--- config.mk ---
export PLATFORM = sky130hd
export DESIGN_NAME = lionu_rspq
export DESIGN_NICKNAME = d
export VERILOG_FILES = /design/src/sv/lionu_pkg.sv /design/src/sv/lionu_rspq.sv
export SDC_FILE = /design/constraint.sdc
export NUM_CORES = 1
export LEC_CHECK = 0
export BUFFER_PORTS_ARGS = -buffer_cell sky130_fd_sc_hd__buf_2
export CORE_ASPECT_RATIO = 0.9
export CORE_UTILIZATION = 50
export CTS_CLUSTER_SIZE = 8
export DETAILED_ROUTE_END_ITERATION = 10
export HOLD_SLACK_MARGIN = 0.08
export MAX_ROUTING_LAYER = met4
export PLACE_DENSITY = 0.77
export SLEW_MARGIN = 25
export SYNTH_ARGS = -nofsm -noshare
export SYNTH_HDL_FRONTEND = slang
export SYNTH_SLANG_ARGS = --single-unit
--- constraint.sdc ---
create_clock -name clock -period 6.43 [get_ports clock]
set_clock_uncertainty 0.1 [all_clocks]
set_input_delay 0.643 -clock clock [delete_from_list [all_inputs] [get_ports clock]]
set_output_delay 0.643 -clock clock [all_outputs]
set_load 0.05 [all_outputs]
--- src/sv/lionu_pkg.sv ---
// Shared types, register codes and fixed-point helpers for the Lion optimizer update block.
// Depends on nothing; every other file of the block but lionu_ram imports it.

package lionu_pkg;

   // Configuration register codes (index on the csr port).
   localparam logic [7:0] CSR_STEP_SIZE     = 8'd0;
   localparam logic [7:0] CSR_BETA_ONE      = 8'd1;
   localparam logic [7:0] CSR_BETA_TWO      = 8'd2;
   localparam logic [7:0] CSR_WEIGHT_DECAY  = 8'd3;

   // Register reset values (Q0.16 weights).
   localparam logic [15:0] LR_RESET = 16'd66;
   localparam logic [15:0] B1_RESET = 16'd58982;
   localparam logic [15:0] B2_RESET = 16'd65470;
   localparam logic [15:0] WD_RESET = 16'd655;

   // Weights carry 16 fraction bits; products are scaled back by this shift.
   localparam int WGT_SHIFT = 16;

   // Queue between front and back.
   localparam int FQ_DEPTH = 4;
   localparam int FQ_PTR_W = 2;
   localparam int FQ_CNT_W = 3;

   // Result queue.
   localparam int RSPQ_DEPTH = 8;
   localparam int RSPQ_PTR_W = 3;
   localparam int RSPQ_CNT_W = 4;

   typedef struct packed {
      logic [15:0] step_size;
      logic [15:0] beta_one;
      logic [15:0] beta_two;
      logic [15:0] weight_decay;
   } cfg_type;

   // Item as it leaves the front, already classified.
   typedef struct packed {
      logic               in_range;
      logic [7:0]         index;
      logic signed [31:0] gradient;
   } qitem_type;

   typedef struct packed {
      logic [7:0]         out_index;
      logic signed [31:0] new_value;
      logic signed [1:0]  direction;
   } rsp_type;

   // Saturate a wide signed value to the 32-bit range.
   function automatic logic signed [31:0] sat32(input logic signed [63:0] x);
      logic signed [31:0] r;
      if (x > 64'sh0000_0000_7FFF_FFFF) begin
         r = 32'sh7FFF_FFFF;
      end else if (x < -64'sh0000_0000_8000_0000) begin
         r = -32'sh8000_0000;
      end else begin
         r = x[31:0];
      end
      return r;
   endfunction

endpackage

--- src/sv/lionu_rspq.sv ---
// Result queue that decouples the update pipeline from the consumer.
// Depends on lionu_pkg.

module lionu_rspq import lionu_pkg::*; (
   input  logic                  clock,
   input  logic                  reset,
   input  logic                  wr_en,
   input  rsp_type               wr_item,
   input  logic                  pop,
   output logic                  empty,
   output rsp_type               head,
   output logic [RSPQ_CNT_W-1:0] level
);

   rsp_type                 entry_ff [RSPQ_DEPTH];
   logic [RSPQ_PTR_W-1:0]   wr_ptr_ff, wr_ptr_in;
   logic [RSPQ_PTR_W-1:0]   rd_ptr_ff, rd_ptr_in;
   logic [RSPQ_CNT_W-1:0]   count_ff, count_in;
   logic                    take;

   assign empty = (count_ff == '0);
   assign take  = pop & ~empty;

   // Pointer and fill bookkeeping; the back end never writes into a full queue.
   always_comb begin
      wr_ptr_in = wr_ptr_ff;
      rd_ptr_in = rd_ptr_ff;
      count_in  = count_ff;
      if (wr_en) begin
         wr_ptr_in = wr_ptr_ff + 1'b1;
      end
      if (take) begin
         rd_ptr_in = rd_ptr_ff + 1'b1;
      end
      if (wr_en && !take) begin
         count_in = count_ff + 1'b1;
      end else if (!wr_en && take) begin
         count_in = count_ff - 1'b1;
      end
   end

   always_ff @(posedge clock) begin
      if (reset) begin
         wr_ptr_ff <= '0;
         rd_ptr_ff <= '0;
         count_ff  <= '0;
      end else begin
         wr_ptr_ff <= wr_ptr_in;
         rd_ptr_ff <= rd_ptr_in;
         count_ff  <= count_in;
      end
   end

   always_ff @(posedge clock) begin
      if (wr_en) begin
         entry_ff[wr_ptr_ff] <= wr_item;
      end
   end

   assign head  = entry_ff[rd_ptr_ff];
   assign level = count_ff;

endmodule

==> flow_metrics.py, run 1 <==
metrics = {
    "timing": {
        "tightest_slew_ns": 0.915,
        "fin_crit_sh_pct": 59.5,
        "maxSlewViolCount": 0,
        "setup_tns_ns": 0,
        "slew_headroom_pct": 39.0,
        "finalHoldViolations": 0,
        "clock.fmax_mhz": 261,
        "fin_crit_ns": 3.83,
        "finalSetupViolations": 0,
        "rsz0062_at_grt": "false",
    },
    "die": {
        "dieArea_um2": 27100,
        "pin_count": 93,
        "coreArea_um2": 26000,
        "die_w_um": 173,
        "start_util_pct": 50.9,
        "rows": 56,
        "die_h_um": 156,
    },
    "synth": {
        "muxShareOfSynthArea_pct": 18.2,
        "syn_area_per_cell_um2": 23.9,
        "synth_compound_area_share_pct": 0.303,
        "synthAdderAreaFrac_pct": 0.624,
        "synth_edf_count": 336,
        "synth_cells": 554,
        "ys_ff_latch": 349,
        "async_flop_share_pct": 0,
        "synth-main-ff-cell": "edfxtp_1",
        "synth.distinct_cells": 25,
        "yosysWarnings": 0,
        "synth_fp_nets": 606,
        "synth-simple-area-share_pct": 1.00,
        "ys_seq_area_share_pct": 78.2,
        "synth_top_family_by_area": "multiplexers",
        "synth_xor_area_share_pct": 0.397,
        "syn_area_um2": 13200,
    },
    "detailed_routing": {
        "drc": 2,
        "drt_first_pass_iters": 7,
        "wl_um": 24900,
        "viasPerCell": 5.66,
        "vias": 5982,
        "drtIter0Drc": 695,
        "detail_route.wl_per_cell_um": 23.5,
        "drtAntennaViolNets": 0,
    },
    "cts": {
        "cts.htree.levels": 2,
        "clock_latency_ns": 0.53,
        "root_buffer": "clkbuf_16",
        "cts-hold-fix-buffers": 0,
        "cts_tree": "done",
        "clock_sinks": 349,
        "path_clk_slew_ns": 0.05,
        "post_cts_resized": 0,
        "postCtsSetupRepairBufs": 0,
        "cts_buffers": 49,
        "cts.path.max_buffers": 3,
    },
    "global_routing": {
        "antenna_found_initial": 4,
        "grt_overflow_total": 0,
        "grt_start_max_net_pins": 85,
        "grt_pass1_wl_um": 38000,
        "first_global_vias": 6412,
        "grtUsageTotal_pct": 19.7,
    },
    "pwr": {
        "p_clk_share_pct": 34.8,
        "power_leakage_nw": 4.99,
        "p_comb_share_pct": 23.7,
        "total_power_mw": 6.38,
        "p_switching_mw": 1.83,
        "p_int_mw": 4.55,
        "cellPowerDensity_nw_per_um2": 413,
        "p_sw_share_pct": 28.7,
        "ir_drop_uv": 310,
        "power_frac_seq_pct": 41.5,
    },
    "layout": {
        "nets": 736,
        "finish.instance_area_um2": 15500,
        "fin_util_pct": 59.5,
        "final_cells": 1057,
        "layout_commonest_cell": "edfxtp_1",
        "drive_above_1_share_pct": 41.9,
        "final_cell_mix": "edfxtp_1, buf_2, mux4_2",
        "syn_to_final_growth_pct": 16.9,
    },
    "worst_setup_path": {
        "worstSetupPathType": "flip-flop to output port",
        "worst-path-buf-inv": 2,
        "max_stage_delay_ns": 0.77,
        "path_cells": "buf_4 -> mux4_2 -> mux2_2 -> buf_2",
        "crit_arrival_ns": 3.09,
        "worstPathMaxFanout": 46,
        "cp_data_required_time_ns": 5.69,
        "end_kind": "output port",
        "cp_slowest_cell": "buf_4",
        "start_kind": "flip-flop",
        "crit_family": "buffers and inverters",
    },
    "worst_hold_path": {
        "min_path_type": "input pin to flip-flop",
    },
    "placement": {
        "dpl.hpwl_um": 13100,
        "io_buffers": 92,
        "post_dp_cell_area_um2": 14100,
        "dp_cells": 981,
        "gp_congestion": 0.659,
    },
    "outcome": {
        "failed_checks": "design-rule violations",
        "status": "finished with violations",
    },
    "job": {
        "max_cap_violations": 0,
    },
}
-- worst paths after layout --
kind / start / end / slack [ns] / cells after the start
worst min-delay path: wr_item[3] / entry_ff[3][3] / 0.27 / 1
worst min register to register: rd_ptr_ff[2] / flip-flop / 0.43 / 2
worst max-delay path: flip-flop / head[10] / 2.60 / 4
worst max register to register: level[1] / level[3] / 3.68 / 8
-- Yosys cell counts, drive strengths merged, types with 2 or more instances --
| master | n | share of area (%) |
|---|---|---|
| a21oi | 2 | 0.076 |
| buf | 16 | 0.93 |
| clkbuf | 9 | 0.26 |
| dfxtp | 13 | 2.0 |
| edfxtp | 336 | 76 |
| ha | 5 | 0.47 |
| inv | 2 | 0.057 |
| mux2 | 43 | 3.7 |
| mux2i | 3 | 0.23 |
| mux4 | 84 | 14 |
| nand2 | 3 | 0.085 |
| nand2b | 3 | 0.14 |
| nor2 | 20 | 0.57 |
| nor3 | 2 | 0.076 |
| xnor2 | 3 | 0.20 |
| xor2 | 3 | 0.20 |
-- cells by family (layout without fill, tap and decap cells) --
logic type | Yosys count | count (layout)
AOI/OAI and AO/OA | 5 | 5
xor gates and xnor gates | 6 | 6
adders and majority gates | 6 | 6
buffers and inverters | 27 | 177
DFF | 349 | 349
muxes | 130 | 130
other | 0 | 5
and+or+nand+nor | 31 | 31
-- per-stage QoR --
| step | setup WS (ns) | hold slack, ns |
|---|---|---|
| after floorplan | 2.22 | 0.390 |
| after global placement | 3.12 | 0.404 |
| after detailed placement | 3.09 | 0.413 |
| after CTS | 2.50 | 0.253 |
| after global routing | 2.35 | 0.262 |
| final | 2.60 | 0.272 |
-- flip-flops by register name, summed over array words and instances (netlist names), named ones only --
| register | cells |
|---|---|
| wr_ptr_ff | 3 |
| level | 4 |
| entry_ff | 336 |
| rd_ptr_ff | 3 |
-- power by group through the flow --
stage / Sequential [mW] / Clock [mW] / Combinational [mW]
floorplan: 2.69 / 0 / 1.25
global placement: 2.68 / 0 / 1.50
detailed placement: 2.69 / 0 / 1.53
CTS: 2.65 / 2.26 / 1.54
global route: 2.66 / 2.36 / 1.61
finish: 2.65 / 2.22 / 1.51
-- layout make-up --
cell class	instances	area, um2
timing repair buffer	104	554
multi-input combinational	178	2770
clock inverter	3	22.5
tap	348	435
sequential	349	10400
clock buffer	68	1300
antenna	5	12.5
fill	1773	10500
inverter	2	7.51
-- metal layers --
| layer | vias up | track usage [%] | wire length (um) |
|---|---|---|---|
| li1 | 2599 | - | - |
| met4 | 0 | 5.48 | 423 |
| met5 | - | - | 0 |
| met1 | 3122 | 26.3 | 10400 |
| met2 | 217 | 30.9 | 12200 |
| met3 | 44 | 4.23 | 1900 |
Power figures use the tool's default switching activity.
==> run 2, diff against run 1 <==
==> constraint.sdc (replaced) <==
create_clock -name clock -period 3.7 [get_ports clock]
set_clock_uncertainty 0.1 [all_clocks]
set_input_delay 0.37 -clock clock [delete_from_list [all_inputs] [get_ports clock]]
set_output_delay 0.37 -clock clock [all_outputs]
set_load 0.05 [all_outputs]
==> run 2 against run 1 <==
Effect of this change: the run still ends with design-rule violations left; sequential share of layout area shrank 2.3 points; critical endpoint is now head[31]; register-to-register slack lost 2.7 ns; power grew 76%; largest cell class unchanged; global-route usage grew 0.98 points.
==> flow_metrics.py, run 2 (synthesized netlist as in run 1, its figures left out) <==
metrics = {
    "timing": {
        "fin_crit_sh_pct": 83.3,
        "maxSlewViolCount": 0,
        "setup_tns_ns": 0,
        "hold_slack_ns": 0.108,
        "rsz0062_at_grt": "false",
        "slew_headroom_pct": 50.6,
        "finalHoldViolations": 0,
        "setup_slack_ns": 0.619,
        "finalSetupViolations": 0,
        "tightest_slew_ns": 0.742,
        "fin_crit_ns": 3.08,
        "clock.fmax_mhz": 325,
    },
    "global_routing": {
        "grt_start_max_net_pins": 47,
        "first_global_vias": 6859,
        "antenna_found_initial": 2,
        "grtUsageTotal_pct": 20.6,
        "grt_overflow_total": 0,
        "grt_pass1_wl_um": 39800,
    },
    "pwr": {
        "cellPowerDensity_nw_per_um2": 701,
        "ir_drop_uv": 502,
        "power_leakage_nw": 5.21,
        "total_power_mw": 11.2,
    },
    "placement": {
        "dp_slack_ns": 0.969,
        "io_buffers": 92,
        "dp_cells": 984,
        "dpl.hpwl_um": 14100,
        "gp_congestion": 0.746,
    },
    "detailed_routing": {
        "drc": 2,
        "drtAntennaViolNets": 0,
        "drt_first_pass_iters": 8,
        "wl_um": 26000,
        "drtIter0Drc": 555,
        "detail_route.wl_per_cell_um": 23.6,
        "viasPerCell": 5.71,
        "vias": 6277,
    },
    "cts": {
        "clock_latency_ns": 0.54,
        "path_clk_slew_ns": 0.05,
        "root_buffer": "clkbuf_16",
        "cts.path.max_buffers": 3,
        "postCtsSetupRepairBufs": 0,
        "cts.htree.levels": 2,
        "cts_tree": "done",
        "post_cts_resized": 0,
        "clock_sinks": 349,
        "cts_buffers": 49,
    },
    "layout": {
        "layout_commonest_cell": "edfxtp_1",
        "final_cell_mix": "edfxtp_1, buf_2, mux4_2",
        "final_cells": 1100,
        "largest_reg_flops": 336,
        "syn_to_final_growth_pct": 21.1,
        "drive_above_1_share_pct": 39.9,
        "top_register": "entry_ff",
        "nets": 782,
        "fillCellCount": 1726,
    },
    "die": {
        "pin_count": 93,
        "coreArea_um2": 26000,
        "rows": 56,
        "start_util_pct": 50.9,
        "die_h_um": 156,
        "die_w_um": 173,
        "dieArea_um2": 27100,
    },
    "outcome": {
        "status": "finished with violations",
        "failed_checks": "design-rule violations",
    },
    "worst_setup_path": {
        "cp_data_required_time_ns": 3.23,
        "crit_arrival_ns": 2.61,
        "start_kind": "flip-flop",
        "end_kind": "output port",
        "reg2reg_slack_ns": 0.97,
        "worstSetupPathType": "flip-flop to output port",
        "worstPathMaxFanout": 36,
    },
    "job": {
        "max_cap_violations": 0,
    },
    "worst_hold_path": {
        "min_path_type": "input pin to flip-flop",
    },
}
==> run 2: changes by cell type in the layout (fill, tap and decap cells not counted), sizes merged <==
cell / previous run / this run
inv: 4 / 5
buf: 104 / 107
clkbuf: 68 / 66
dlygate4sd3: 0 / 43
diode: 5 / 3
==> run 2: worst paths after layout <==
| kind | end | cells past startpoint | start |
|---|---|---|---|
| hold reg to reg | rd_ptr_ff[2] | 2 | rd_ptr_ff[2] |
| setup / recovery | head[31] | 4 | flip-flop |
| hold / removal | wr_ptr_ff[1] | 3 | wr_en |
| setup reg to reg | level[3] | 8 | level[1] |
==> run 2: critical path, cell delays in order (launching register included) <==
cell	delay [ns]
dfxtp_4	0.63
buf_12	0.34
mux4_2	0.54
mux2_2	0.31
buf_2	0.22
==> run 2: routing by layer <==
layer / vias to the layer above / global-route usage [%] / part of all wire, %
met1: 3319 / 25.4 / 40
met4: 0 / 5.98 / 1.8
met3: 43 / 3.84 / 6.2
li1: 2689 / - / -
met5: - / - / 0
met2: 226 / 35.3 / 51
==> run 2: stage by stage <==
| step | area, um2 | util [%] |
|---|---|---|
| global route | 16000 | 61.6 |
| CTS | 16000 | 61.6 |
| detailed placement | 14200 | 54.8 |
| global placement | 14200 | 54.8 |
| finish | 16000 | 61.6 |
| floorplan | 13200 | - |
==> run 2: final cells by class <==
| type | instances | area, um2 | share of cell area (%) |
|---|---|---|---|
| clock inverters | 4 | 42.5 | 0.266 |
| clock buffers | 66 | 1290 | 8.06 |
| diodes | 3 | 7.51 | 0.0469 |
| flip-flops and latches | 349 | 10400 | 64.7 |
| repair buffers | 150 | 1090 | 6.81 |
| inverters | 2 | 7.51 | 0.0469 |
| multi-input cells | 178 | 2780 | 17.4 |
| well taps | 348 | 435 | 2.72 |
==> run 2: timing repair <==
item,CTS,global route
hold endpoints to repair,347,0
setup endpoints to repair,0,0
hold buffers,43,0
==> run 2: power by group <==
part | internal (mW) | switching (mW)
Combinational | 1.10 | 1.56
Sequential | 4.48 | 0.185
Clock | 2.39 | 1.50
Total | 7.97 | 3.25
